--- config.mk ---
export PLATFORM = sky130hd
export DESIGN_NAME = pmmf_div
export DESIGN_NICKNAME = d
export VERILOG_FILES = /design/src/rtl/pmmf_pkg.sv /design/src/rtl/pmmf_div.sv
export SDC_FILE = /design/constraint.sdc
export NUM_CORES = 1
export LEC_CHECK = 0
export BUFFER_PORTS_ARGS = -buffer_cell sky130_fd_sc_hd__buf_2
export CORE_UTILIZATION = 55
export CTS_CLUSTER_SIZE = 28
export DETAILED_ROUTE_END_ITERATION = 16
export HOLD_SLACK_MARGIN = 0.08
export PLACE_DENSITY = 0.82
export RECOVER_POWER = 50
export REMOVE_ABC_BUFFERS = 1
export SLEW_MARGIN = 10
export SYNTH_ARGS = -nofsm -noshare
export SYNTH_HDL_FRONTEND = slang
export SYNTH_SLANG_ARGS = --single-unit
--- constraint.sdc ---
create_clock -name clk_i -period 3.2 [get_ports clk_i]
set_clock_uncertainty 0.2 [all_clocks]
set_input_delay 0.64 -clock clk_i [delete_from_list [all_inputs] [get_ports clk_i]]
set_output_delay 0.64 -clock clk_i [all_outputs]
set_load 0.01 [all_outputs]
--- src/rtl/pmmf_pkg.sv ---
// shared types, constants and the 2^(i/16) table for the max-pool mean-field block
package pmmf_pkg;

  localparam int unsigned MAX_SIDE = 32;
  localparam int unsigned MAX_POOL = 8;
  localparam int unsigned CELLS    = MAX_SIDE * MAX_SIDE;
  localparam int unsigned ADDR_W   = $clog2(CELLS);
  localparam int unsigned SIDE_W   = 6;
  localparam int unsigned POOL_W   = 4;
  localparam int unsigned ITER_W   = 5;
  localparam int unsigned LCNT_W   = 11;
  localparam int unsigned RCNT_W   = 12;
  localparam int unsigned DEN_W    = 40;
  localparam int unsigned NUM_W    = 48;
  localparam int unsigned PADDR_W  = 4;

  typedef enum logic [1:0] {
    REG_SIDE  = 2'd0,
    REG_POOL  = 2'd1,
    REG_ITERS = 2'd2,
    REG_EMIT  = 2'd3
  } reg_idx_e;

  typedef enum logic [4:0] {
    S_LOAD,
    S_PREP,
    S_EXP_RD,
    S_EXP_MUL,
    S_EXP_INT,
    S_EXP_WR,
    S_SUM_RD,
    S_SUM_ACC,
    S_DIV_RD,
    S_DIV_ST,
    S_DIV_RUN,
    S_DIV_WR,
    S_OFF_ST,
    S_OFF_RUN,
    S_OFF_WR,
    S_READ,
    S_RD_OUT
  } state_e;

  localparam logic CMD_LOAD = 1'b0;
  localparam logic CMD_READ = 1'b1;

  typedef struct packed {
    logic               command;
    logic signed [15:0] activation;
  } pmmf_in_t;

  typedef struct packed {
    logic [15:0] value;
    logic        is_pool;
    logic        last;
  } pmmf_out_t;

  // 2^(i/16) in q2.16
  function automatic logic [17:0] pow2_lut(input logic [4:0] idx);
    logic [17:0] r;
    case (idx)
      5'd0:    r = 18'd65536;
      5'd1:    r = 18'd68438;
      5'd2:    r = 18'd71468;
      5'd3:    r = 18'd74632;
      5'd4:    r = 18'd77936;
      5'd5:    r = 18'd81386;
      5'd6:    r = 18'd84990;
      5'd7:    r = 18'd88752;
      5'd8:    r = 18'd92682;
      5'd9:    r = 18'd96785;
      5'd10:   r = 18'd101070;
      5'd11:   r = 18'd105545;
      5'd12:   r = 18'd110218;
      5'd13:   r = 18'd115098;
      5'd14:   r = 18'd120194;
      5'd15:   r = 18'd125515;
      5'd16:   r = 18'd131072;
      default: r = 18'd131072;
    endcase
    return r;
  endfunction

endpackage

--- src/rtl/pmmf_div.sv ---
// restoring divider, one quotient bit per cycle
module pmmf_div (
  input  logic                       clk_i,
  input  logic                       rst_ni,
  input  logic                       start_i,
  input  logic [pmmf_pkg::NUM_W-1:0] num_i,
  input  logic [pmmf_pkg::DEN_W-1:0] den_i,
  output logic                       done_o,
  output logic [pmmf_pkg::NUM_W-1:0] quo_o
);
  import pmmf_pkg::*;

  localparam int unsigned CNT_W = $clog2(NUM_W + 1);

  logic [CNT_W-1:0] cnt_q, cnt_d;
  logic             run_q, run_d, done_q, done_d;
  logic [DEN_W:0]   rem_q, rem_d, rem_sh;
  logic [NUM_W-1:0] quo_q, quo_d;
  logic [DEN_W-1:0] den_q, den_d;

  always_ff @(posedge clk_i or negedge rst_ni) begin
    if (!rst_ni) begin
      cnt_q  <= '0;
      run_q  <= 1'b0;
      done_q <= 1'b0;
    end else begin
      cnt_q  <= cnt_d;
      run_q  <= run_d;
      done_q <= done_d;
    end
  end

  always_ff @(posedge clk_i) begin
    rem_q <= rem_d;
    quo_q <= quo_d;
    den_q <= den_d;
  end

  always_comb begin
    cnt_d  = cnt_q;
    run_d  = run_q;
    done_d = 1'b0;
    rem_d  = rem_q;
    quo_d  = quo_q;
    den_d  = den_q;
    rem_sh = {rem_q[DEN_W-1:0], quo_q[NUM_W-1]};
    if (start_i) begin
      rem_d = '0;
      quo_d = num_i;
      den_d = den_i;
      cnt_d = CNT_W'(NUM_W);
      run_d = 1'b1;
    end else if (run_q) begin
      if (rem_sh >= {1'b0, den_q}) begin
        rem_d = rem_sh - {1'b0, den_q};
        quo_d = {quo_q[NUM_W-2:0], 1'b1};
      end else begin
        rem_d = rem_sh;
        quo_d = {quo_q[NUM_W-2:0], 1'b0};
      end
      cnt_d = cnt_q - 1'b1;
      if (cnt_q == CNT_W'(1)) begin
        run_d  = 1'b0;
        done_d = 1'b1;
      end
    end
  end

  assign done_o = done_q;
  assign quo_o  = quo_q;

endmodule

==> results.md <==
* Status: finished, violations left
* Failing checks: max-capacitance violations, max-slew violations
* Synth Register Bits at 136
* Yosys warnings at 0
* Core area at 13800 um2
* Fill cells at 959
* Die area at 14600 um2
* FF-to-FF setup slack at 0.07 ns
* Die width at 121 um
* Number of global-route vias before repair at 6410
* CTS tree: done
* Via density at 5.78
* Port-buffer cells at 139
* Number of synthesized flops with an enable pin at 88
* Largest net degree at the start of global routing at 67
* Endpoints failing setup at 0
* Pleak at 0.00423 uW
* R2R Path Start: quo_o[47]
* Worst Setup EP: rem_q[39]
* DRT Pass-1 Iters at 5
* Max Slew Vio Count at 37
* GRT Total Usage at 26.5%
* Tmin final at 3.13 ns
* Fmax at 0.319 GHz
* Routed wire per std cell at 17.0 um
* Fraction of registers with async set/reset at 5.88%
* Share of layout cells above drive strength 1 at 35.0%
* Post-Synthesis Cells at 766
* CTS Root Buffer Type: clkbuf_16
* Clock buffer count from CTS at 17
* Routability-driven placement congestion ratio at 0.923
* Crit path max fanout at 3
* Syn Std Cell Area at 7790 um2
* Synth-to-Final Area Change at 29.4%
* N_diodes at 0
* Hold WS at 0.187 ns
* Die height at 121 um
* # H-tree levels at 4
* Max cap viols at 1
* HP Class: primary input to flop
* Worst Setup Start Kind: flop
* Reg area at 3640 um2
* Cell variety after synth at 69
* Antenna Nets Post-Route at 0
* Worst setup EP type: flop
* Hold path depth at 1
* Sequential area share after synthesis at 46.8%
* Top_reg_cell synth: edfxtp_1
* Worst slew pin tran at 1.78 ns
* Later-pin clock latency in the skew report at 0.43 ns
* Tcrit/Tclk final at 97.9%
* Reg2Reg Capture Point: rem_q[39]
* DR vias at 6613
* CP startpoint: quo_o[47]
* First-pass GRT wire length at 30.3 mm
* Total negative slack at 0 ns
* Post-synth top area share at 33.9%
* VDD IR max at 0.437 mV
* GRT Residual Overflow at 0
* Worst Path Arrival at 3.24 ns
* Final #Nets at 1086
* Initial antenna violation count at 0
* DRT Wirelength at 19.5 mm
* Critical path class: flop to flop
* Final hold violation count at 0
* Mapped Avg Cell Area at 10.2 um2
* CP required at 3.31 ns
* Max Buffers Root-to-Sink at 2
* Total power at 5970 uW
* Final core occ at 72.9%
* Clk sinks at 136
* Starting Density at 56.3%
* Hpwl dp at 13.4 mm
* Area of the multi-input gates at 4140 um2
* Remaining DRCs at 0
* Std cell rows at 43
* Synth top area cells: edfxtp_1 (34%), dfxtp_1 (10%), mux2_2 (7.1%)
* Max_slew headroom at -19.0%
* Clock transition at the registers of the reported paths at 0.06 ns
* Initial DRC count at 527
* Worst reg2reg path depth at 13
* PwrDens at 593 nW/um2
* Synth area leader: edfxtp_1
* Io pins at 140
power breakdown:
part / switching [uW] / internal (uW)
combinational: 894 / 817
sequential: 136 / 2080
clock: 789 / 1250
logic make-up (layout without fill, tap and decap cells):
| group | Yosys count | count (layout) | share of synthesized area, % |
|---|---|---|---|
| xor gates and xnor gates | 33 | 33 | 3.71 |
| muxes | 54 | 54 | 7.73 |
| and+or+nand+nor | 210 | 210 | 12.6 |
| adders and majority gates | 43 | 43 | 7.01 |
| AOI/OAI and AO/OA | 197 | 197 | 17.4 |
| DFF | 136 | 136 | 46.8 |
| buffers and inverters | 93 | 292 | 4.74 |
layer usage:
metal,vias up,track usage (%),routed length (um)
met5,-,0,0
met4,0,9.18,486
met3,47,7.19,1260
li1,3182,-,-
met1,3144,32.4,8100
met2,240,44.9,9660
critical path, cell delays in order, from the launching register on:
cell and delay (ns):
edfxtp_1 0.37, inv_1 0.06, ha_1 0.22, nand2b_4 0.17, buf_4 0.15, a2111oi_4 0.35
o41ai_4 0.11, o21ai_2 0.21, a31oi_2 0.16, o31a_1 0.34, buf_4 0.17, o31ai_1 0.29
xnor2_1 0.16, o21ai_1 0.07
stage by stage:
| stage | cell area [um2] | setup WS (ns) | cells |
|---|---|---|---|
| 2_1_floorplan | 7620 | -0.562 | 726 |
| 5_1_grt | 10100 | -0.0621 | 1145 |
| 3_3_place_gp | 8980 | -0.120 | 1100 |
| 6_report | 10100 | 0.0670 | 1145 |
| 3_5_place_dp | 8980 | -0.172 | 1100 |
| 4_1_cts | 9610 | 0.000750 | 1133 |
timing repair:
action / 4_1_cts / 5_1_grt
hold endpoints to repair: 8 / 0
pin swaps: 2 / 24
endpoints found under the setup margin: 30 / 40
setup buffers: 0 / 12
cloned: 0 / 1
hold buffers: 1 / 0
gates resized for setup: 2 / 56
synth_stat cells (9+ instances only):
master    count
edfxtp_1     88
nand2_1      79
nor2_1       61
inv_1        52
a21oi_1      51
mux2_2       49
ha_1         42
dfxtp_1      40
o21ai_0      35
clkbuf_1     22
a311oi_1     20
xnor2_1      17
xor2_1       16
a21o_1       15
buf_2        12
nand3_1      11
a211oi_1      9
nor2b_1       9
nor3_1        9
registers in the layout (all words and copies together), names as in the netlist:
register,flops
cnt_q,6
quo_o,48
done_o,1
run_q,1
rem_q,40
den_q,40
worst min-delay path by stage:
stage | start | end | slack, ns
2_1_floorplan | rst_ni | cnt_q[0] | 0.14
3_3_place_gp | rem_q[33] | rem_q[33] | 0.28
3_5_place_dp | rst_ni | cnt_q[3] | 0.29
4_1_cts | den_i[22] | den_q[22] | 0.17
5_1_grt | den_i[35] | den_q[35] | 0.17
6_report | den_i[21] | den_q[21] | 0.19
cell usage in the layout (no fill, tap or decap), types with 15 or more instances in the layout:
cell type	n
a21o_1	15
a21oi_1	50
a311oi_1	20
buf_2	132
buf_4	61
clkbuf_16	18
dfxtp_1	40
edfxtp_1	88
ha_1	22
ha_4	16
inv_1	49
mux2_2	49
nand2_1	76
nor2_1	61
o21ai_0	33
xnor2_1	17
xor2_1	16
final cells by class:
cell class / instances / area share [%]
multi-input combinational: 537 / 41.1
sequential: 136 / 36.2
timing repair buffer: 207 / 12.5
clock buffer: 19 / 4.40
tap: 180 / 2.24
inverter: 53 / 1.97
clock inverter: 13 / 1.66
(Power assumes the default switching activity.)
