**config.mk**
```make
export PLATFORM = sky130hd
export DESIGN_NAME = pmmf_exp
export DESIGN_NICKNAME = d
export VERILOG_FILES = /design/src/rtl/pmmf_pkg.sv /design/src/rtl/pmmf_exp.sv
export SDC_FILE = /design/constraint.sdc
export NUM_CORES = 1
export LEC_CHECK = 0
export ABC_AREA = 1
export BUFFER_PORTS_ARGS = -buffer_cell sky130_fd_sc_hd__buf_2
export CAP_MARGIN = 20
export CORE_ASPECT_RATIO = 0.5
export CORE_MARGIN = 8
export CORE_UTILIZATION = 45
export CTS_CLUSTER_DIAMETER = 30
export CTS_CLUSTER_SIZE = 12
export DETAILED_ROUTE_END_ITERATION = 16
export GPL_TIMING_DRIVEN = 0
export PLACE_DENSITY = 0.59
export SYNTH_ARGS = -nofsm -noshare
export SYNTH_HDL_FRONTEND = slang
export SYNTH_SLANG_ARGS = --single-unit
```
**constraint.sdc**
```tcl
create_clock -name clk_i -period 25 [get_ports clk_i]
set_input_delay 5 -clock clk_i [delete_from_list [all_inputs] [get_ports clk_i]]
set_output_delay 5 -clock clk_i [all_outputs]
set_load 0.01 [all_outputs]
```
**src/rtl/pmmf_pkg.sv**
```systemverilog
// shared types, constants and the 2^(i/16) table for the max-pool mean-field block
package pmmf_pkg;

  localparam int unsigned MAX_SIDE = 32;
  localparam int unsigned MAX_POOL = 8;
  localparam int unsigned CELLS    = MAX_SIDE * MAX_SIDE;
  localparam int unsigned ADDR_W   = $clog2(CELLS);
  localparam int unsigned SIDE_W   = 6;
  localparam int unsigned POOL_W   = 4;
  localparam int unsigned ITER_W   = 5;
  localparam int unsigned LCNT_W   = 11;
  localparam int unsigned RCNT_W   = 12;
  localparam int unsigned DEN_W    = 40;
  localparam int unsigned NUM_W    = 48;
  localparam int unsigned PADDR_W  = 4;

  typedef enum logic [1:0] {
    REG_SIDE  = 2'd0,
    REG_POOL  = 2'd1,
    REG_ITERS = 2'd2,
    REG_EMIT  = 2'd3
  } reg_idx_e;

  typedef enum logic [4:0] {
    S_LOAD,
    S_PREP,
    S_EXP_RD,
    S_EXP_MUL,
    S_EXP_INT,
    S_EXP_WR,
    S_SUM_RD,
    S_SUM_ACC,
    S_DIV_RD,
    S_DIV_ST,
    S_DIV_RUN,
    S_DIV_WR,
    S_OFF_ST,
    S_OFF_RUN,
    S_OFF_WR,
    S_READ,
    S_RD_OUT
  } state_e;

  localparam logic CMD_LOAD = 1'b0;
  localparam logic CMD_READ = 1'b1;

  typedef struct packed {
    logic               command;
    logic signed [15:0] activation;
  } pmmf_in_t;

  typedef struct packed {
    logic [15:0] value;
    logic        is_pool;
    logic        last;
  } pmmf_out_t;

  // 2^(i/16) in q2.16
  function automatic logic [17:0] pow2_lut(input logic [4:0] idx);
    logic [17:0] r;
    case (idx)
      5'd0:    r = 18'd65536;
      5'd1:    r = 18'd68438;
      5'd2:    r = 18'd71468;
      5'd3:    r = 18'd74632;
      5'd4:    r = 18'd77936;
      5'd5:    r = 18'd81386;
      5'd6:    r = 18'd84990;
      5'd7:    r = 18'd88752;
      5'd8:    r = 18'd92682;
      5'd9:    r = 18'd96785;
      5'd10:   r = 18'd101070;
      5'd11:   r = 18'd105545;
      5'd12:   r = 18'd110218;
      5'd13:   r = 18'd115098;
      5'd14:   r = 18'd120194;
      5'd15:   r = 18'd125515;
      5'd16:   r = 18'd131072;
      default: r = 18'd131072;
    endcase
    return r;
  endfunction

endpackage

```
**src/rtl/pmmf_exp.sv**
```systemverilog
// fixed-point exp unit, q16.16 in and out, saturating
module pmmf_exp (
  input  logic               clk_i,
  input  logic signed [32:0] x_i,
  output logic [31:0]        y_o
);
  import pmmf_pkg::*;

  localparam logic signed [17:0] LOG2E = 18'sd94548;

  logic signed [50:0] prod_q;
  logic signed [34:0] y;
  logic signed [18:0] k;
  logic [15:0]        f;
  logic [17:0]        t_lo, t_hi;
  logic [24:0]        interp;
  logic [16:0]        m_d, m_q;
  logic               sat_d, sat_q, zero_d, zero_q, left_d, left_q;
  logic [4:0]         sh_d, sh_q;
  logic signed [18:0] neg_k;

  always_ff @(posedge clk_i) begin
    prod_q <= x_i * LOG2E;
    m_q    <= m_d;
    sat_q  <= sat_d;
    zero_q <= zero_d;
    left_q <= left_d;
    sh_q   <= sh_d;
  end

  always_comb begin
    y      = 35'(prod_q >>> 16);
    k      = 19'(y >>> 16);
    f      = y[15:0];
    t_lo   = pow2_lut({1'b0, f[15:12]});
    t_hi   = pow2_lut(5'({1'b0, f[15:12]} + 5'd1));
    interp = 25'((t_hi - t_lo) * {13'd0, f[11:0]});
    m_d    = 17'(t_lo + {11'd0, interp[24:12]});
    neg_k  = -k;
    sat_d  = (k >= 19'sd16);
    zero_d = (k <= -19'sd32);
    left_d = (k >= 19'sd0);
    sh_d   = left_d ? k[4:0] : neg_k[4:0];
  end

  always_comb begin
    if (sat_q) begin
      y_o = 32'hFFFF_FFFF;
    end else if (zero_q) begin
      y_o = 32'd0;
    end else if (left_q) begin
      y_o = {15'd0, m_q} << sh_q;
    end else begin
      y_o = {15'd0, m_q} >> sh_q;
    end
  end

endmodule

```
==> flow_summary_export.csv, run 1 <==
group,metric,value,unit
synth,ys.warnings.count,0,
floorplan,initial_core_util,0.453,
grt,antenna_found_initial,0,
synth,synth.avg_cell_area,7.41,sq um
place,globalplace.congestion,0.955,
critical_path,slowest_delay,0.49,ns
synth,syn_nets,3738,
clock_network,cts_buffers,9,
hold_path,hold_class,"reg -> reg",
floorplan,coreArea,49900,sq um
finish,final_cell_mix,"827 x inv_1, 561 x nand2_1, 351 x fa_1",
synth,ys_ff_latch,76,
clock_network,postCtsSetupBuffers,0,
finish,final_common_cell,"inv_1",
clock_network,clockRootBuffer,"clkbuf_16",
critical_path,path_common_cell,"fa_1",
clock_network,ctsHoldBuffers,0,
critical_path,start_kind,"input pin",
critical_path,worstPathMaxFanout,8,
routing,firstDrtPassIters,7,
clock_network,clockBufferDepth,2,
finish,area_delta_synth_final,6.52,%
critical_path,required,25.26,ns
run,maxCapViolCount,0,
sta,setup_tns,0,ns
grt,grt_max_degree,15,
routing,via_count,19100,
sta,hold_violations,0,
grt,grt_pass1_vias,18900,
synth,synth_edf_count,0,
synth,ys_types,59,
clock_network,htree_num_levels,3,
clock_network,cts_resized,0,
sta,finalCriticalPeriod,10.40,ns
routing,drt-total-wl,60100,um
routing,viasPerCell,5.04,
sta,finClkSkew,0.00649,ns
critical_path,path_class,"in -> reg",
routing,wl_per_cell,15.8,um
synth,syn-cell-area,22600,sq um
critical_path,worstSetupEndpointType,"register",
place,hpwl,53100,um
finish,drive_gt1_frac,0.0389,
finish,antennaDiodeCount,0,
routing,drt_iter0_drc,1164,
outcome,status,"finished clean",
critical_path,cp_slowest_cell,"fa_1",
floorplan,rows,58,
routing,ant_nets,0,
routing,route.detailed.drc,0,
sta,setup_viol,0,
synth,ys.flop_type,"dfxtp_1",
place,port_buffers,65,
sta,relSlewSlack,0.257,
sta,worst_slew_pin_slew,1.11,ns
sta,max_freq,96.2,MHz
floorplan,die_area,58100,sq um
finish,layout.nets,3814,
synth,ys_seq_area_frac,0.0673,
synth,async_flop_share,0,
clock_network,clk_latency,0.33,ns
synth,syn_inst,3053,
grt,grt_use_total,0.207,
clock_network,clock-sinks,76,
sta,drv_slew,0,
finish,fillers,5139,
critical_path,worstPathArrival,10.66,ns
floorplan,die_w,333,um
grt,grt-ovfl-total,0,
sta,rsz0062_at_grt,"false",
clock_network,cts_tree,"done",
floorplan,die_h,175,um
critical_path,crit_chain,"buf_2 > fa_1 > ha_1 > fa_1 > inv_1 > fa_1 > fa_1 > inv_1 > fa_1 > ha_1 > nand2_2 > nor2_1 > inv_1 > nor4_1 > nand2_1 > nand2_2 > xor2_2 > ha_1 > inv_1 > nand2_1 > nand2_1 > nand2_1 > o21ai_0",
sta,hold_slack,0.380,ns
clock_network,path_clk_slew,0.06,ns
floorplan,num_io_pins,66,
sta,fin_crit_sh,0.416,
grt,grt_pass1_wl,98100,um
[cell families (layout without fill, tap and decap cells)]
| logic type | count (synthesis) | in the layout | share of synthesized area |
|---|---|---|---|
| buffers and inverters | 890 | 971 | 0.149 |
| xor gates and xnor gates | 96 | 96 | 0.0392 |
| and+or+nand+nor | 942 | 942 | 0.170 |
| DFF | 76 | 76 | 0.0673 |
| adders and majority gates | 651 | 651 | 0.477 |
| AOI/OAI and AO/OA | 395 | 395 | 0.0968 |
| muxes | 3 | 3 | 0.00133 |
[critical path, delay by kind of cell]
family | cells | cell delay [ns]
adders and majority gates | 8 | 3.39
and+or+nand+nor | 8 | 1.20
buffers and inverters | 5 | 0.58
xor gates and xnor gates | 1 | 0.39
AOI/OAI and AO/OA | 1 | 0.08
[worst paths after layout]
path                                 start        to  slack (ns)  cells after the start
worst max-delay path               x_i[11]  t_lo[13]       14.60                     23
worst min-delay path            prod_q[32]   sh_q[0]        0.38                      0
worst min register to register  prod_q[32]   sh_q[0]        0.38                      0
worst max register to register  prod_q[28]   m_q[15]       14.63                     43
[stage by stage]
stage | instance area [sq um] | instances | setup slack, ns | util
after floorplan | 22600 | 3053 | 15.12 | -
after global placement | 23800 | 3778 | 14.30 | 0.476
after detailed placement | 23800 | 3778 | 14.29 | 0.476
after CTS | 24100 | 3794 | 14.60 | 0.483
after global routing | 24100 | 3794 | 13.69 | 0.483
final | 24100 | 3794 | 14.60 | 0.483
[Yosys cell counts (6+ instances only)]
master,count,share of area
nor2_1,237,0.039
ha_1,300,0.17
dfxtp_1,76,0.067
buf_1,8,0.0013
xor2_1,61,0.024
nand2_1,561,0.093
o21ai_0,153,0.034
nand4_1,14,0.0039
nand3_1,63,0.014
o21ai_1,10,0.0022
nor3_1,23,0.0051
fa_1,351,0.31
a21oi_1,149,0.033
a31oi_1,15,0.0041
inv_1,827,0.14
clkbuf_1,38,0.0063
xnor2_1,32,0.012
nor4_1,11,0.0030
nand2_2,9,0.0025
a21o_1,6,0.0020
buf_2,7,0.0015
o211ai_1,6,0.0020
or2_2,6,0.0017
o21a_1,8,0.0027
a211oi_1,8,0.0027
[layout make-up]
type | count | area [sq um] | share of cell area
timing repair buffer | 65 | 325 | 0.0135
clock inverter | 6 | 95.1 | 0.00395
buffer | 56 | 238 | 0.00987
tap | 660 | 826 | 0.0343
clock buffer | 10 | 229 | 0.00950
inverter | 834 | 3130 | 0.130
multi-input combinational | 2087 | 17700 | 0.736
sequential | 76 | 1520 | 0.0631
[state kept, by name (all words and copies together) (netlist names)]
| signal | cells |
|---|---|
| m_q | 17 |
| t_lo | 16 |
| sat_q | 1 |
| zero_q | 1 |
| sh_q | 5 |
| prod_q | 35 |
| left_q | 1 |
[per-layer routing]
metal / global-route usage / vias to the layer above / routed length [um]
li1: - / 9386 / -
met1: 0.297 / 9255 / 29000
met2: 0.336 / 438 / 27000
met3: 0.0258 / 61 / 3170
met4: 0.0380 / 0 / 926
met5: 0 / - / 0
Power of run 1 is left out: the tool's default activity adds up to more than one toggle a clock period on the data nets, which glitch-free logic cannot reach.
==> inputs of run 2 (changes only) <==
- ABC_AREA: 1 -> 0
- PLACE_DENSITY: 0.59 -> 0.61
- clock period: 25 -> 8.6 ns (I/O delays scaled with it)
==> run 2 against run 1 <==
- the run now ends with negative setup slack left
- via count decreased by 13%
- first-iteration DRC count fell by 16%
- non-clock buffer count increased by 95
- core utilization grew 4.3 points
- clock skew shrank 0.0016 ns
- count of clock-buffer cells in the layout unchanged
- routed wire length shrank 12%
- global-route usage is 1.6 points lower
- hold slack better by 0.012 ns
- synthesized cell count decreased by 18%
- highest routed layer unchanged
==> flow_summary_export.csv, run 2 <==
group,metric,value,unit
synth,syn_nets,3197,
critical_path,r2r_start,"prod_q[29]",
grt,grt_pass1_vias,17000,
critical_path,worstPathArrival,9.38,ns
synth,ys.flop_type,"dfxtp_1",
hold_path,hold_class,"reg -> reg",
sta,relSlewSlack,0.375,
critical_path,worstSetupEndpointType,"register",
grt,grt-ovfl-total,0,
sta,timing.final.ws_setup,-0.557,ns
floorplan,die_h,171,um
critical_path,start_kind,"register",
floorplan,num_io_pins,66,
synth,ys.warnings.count,0,
synth,yosys.area.top_type_share,0.325,
outcome,violations,"negative setup slack",
clock_network,clk_latency,0.34,ns
clock_network,ctsHoldBuffers,0,
hold_path,hp-start,"prod_q[32]",
finish,final_cell_mix,"633 x inv_1, 346 x fa_1, 279 x ha_1",
routing,wl_per_cell,15.9,um
routing,ant_nets,0,
sta,finalCriticalPeriod,9.16,ns
routing,firstDrtPassIters,8,
synth,async_flop_share,0,
finish,antennaDiodeCount,0,
synth,ys_types,81,
finish,drive_gt1_frac,0.134,
routing,viasPerCell,5.06,
synth,synth.most_common_cell,"inv_1",
run,maxCapViolCount,0,
clock_network,clockBufferDepth,2,
finish,fillers,4419,
hold_path,worstHoldPathCells,0,
clock_network,cts_buffers,9,
grt,grt_use_total,0.191,
grt,antenna_found_initial,0,
clock_network,clockRootBuffer,"clkbuf_16",
synth,synth.avg_cell_area,8.60,sq um
synth,synth.top_cells.by_area,"fa_1 33%, ha_1 17%, inv_1 11%",
synth,syn-cell-area,21600,sq um
sta,rsz0062_at_grt,"true",
critical_path,path_class,"reg -> reg",
critical_path,worstPathMaxFanout,6,
critical_path,required,8.82,ns
routing,route.detailed.drc,0,
floorplan,rows,56,
finish,final_common_cell,"inv_1",
outcome,status,"complete, but fails checks",
routing,via_count,16700,
sta,setup_viol,8,
place,pre_cts_slack,-1.52,ns
clock_network,cts_tree,"done",
finish,largest_reg_flops,35,
sta,hold_violations,0,
synth,ys_ff_latch,76,
sta,fin_crit_sh,1.06,
place,globalplace.congestion,0.921,
sta,finClkSkew,0.00486,ns
synth,synth_edf_count,0,
grt,grt_pass1_wl,87300,um
sta,max_freq,109,MHz
floorplan,coreArea,47100,sq um
synth,ys_top_cells_by_count,"648 x inv_1, 351 x fa_1, 300 x ha_1",
floorplan,die_w,326,um
critical_path,rr_worst_depth,43,
floorplan,initial_core_util,0.459,
clock_network,clock-sinks,76,
critical_path,cp_slowest_cell,"fa_1",
critical_path,slowest_delay,0.53,ns
synth,syn_inst,2512,
place,port_buffers,65,
routing,drt_iter0_drc,974,
finish,top_register,"prod_q",
floorplan,die_area,55700,sq um
finish,area_delta_synth_final,14.6,%
sta,drv_slew,0,
clock_network,htree_num_levels,3,
synth,ys_seq_area_frac,0.0704,
routing,drt-total-wl,52700,um
critical_path,cp-startpoint,"prod_q[29]",
grt,grt_max_degree,15,
sta,worst_slew_pin_slew,0.928,ns
place,hpwl,44300,um
synth,synth_top_area_cell,"fa_1",
clock_network,path_clk_slew,0.06,ns
finish,layout.nets,3346,
==> run 2: cell types whose count changed after synthesis, sizes merged, moves of 56 or more <==
cell,delta
nand2,-396
and2,+87
xnor2,+56
inv,-181
o21ai,-81
nor2,-138
==> run 2: metal layers <==
layer  vias to the layer above  wire (um)  track usage  share of wire
met5                         -          0            0              0
met4                         0        480       0.0247         0.0091
met3                        42       1890       0.0183          0.036
met2                       306      24800        0.322           0.47
met1                      8253      25500        0.272           0.48
li1                       8111          -            -              -
==> run 2: area by class of cell <==
| class | count | area (sq um) | share of cell area |
|---|---|---|---|
| Clock buffer | 10 | 239 | 0.00965 |
| Clock inverter | 6 | 70.1 | 0.00283 |
| Timing Repair Buffer | 140 | 957 | 0.0387 |
| Multi-Input combinational cell | 1705 | 18200 | 0.737 |
| Sequential cell | 76 | 1530 | 0.0619 |
| Buffer | 76 | 459 | 0.0186 |
| Tap cell | 638 | 798 | 0.0322 |
| Inverter | 653 | 2460 | 0.0995 |
==> run 2: path summary, 6_finish.rpt <==
check        endpoint  slack [ns]
max reg2reg   m_q[13]       -0.56
min           sh_q[0]        0.39
max           m_q[13]       -0.56
min reg2reg   sh_q[0]        0.39
==> run 2: kinds of logic after synthesis <==
family                   after synthesis  synth area share
buffers and inverters                731             0.127
adder cells (fa/ha/maj)              651             0.499
AND/OR/NAND/NOR                      524             0.119
AO/OA/AOI/OAI                        367             0.110
XOR/XNOR                             111            0.0469
flip-flops                            76            0.0704
multiplexers                          52            0.0267
==> run 2: timing repair <==
item | CTS | global route
pin swaps | 71 | 63
buffers inserted | 52 | 22
endpoints found under the hold margin | 0 | 0
resized for setup | 129 | 57
setup endpoints to repair | 14 | 12
==> run 2: critical path, delay by kind of cell, from the launching register on <==
kind	cells	cell delay (ns)
buffers and inverters	10	1.05
XOR/XNOR	3	0.34
flip-flops	1	0.37
AO/OA/AOI/OAI	17	3.07
adder cells (fa/ha/maj)	9	3.38
AND/OR/NAND/NOR	4	0.83
==> run 2: metrics by stage <==
stage / cells / setup TNS, ns / cell area [sq um] / hold slack (ns) / utilization
after floorplan: 2512 / -0.0509 / 21800 / 0.364 / -
after global placement: 3215 / -12.05 / 22900 / 0.392 / 0.487
after detailed placement: 3216 / -12.35 / 22900 / 0.387 / 0.487
after CTS: 3282 / -2.18 / 24300 / 0.394 / 0.516
after global routing: 3304 / -6.54 / 24800 / 0.410 / 0.526
final: 3304 / -3.23 / 24800 / 0.392 / 0.526
Power of run 2 is left out for the same reason.
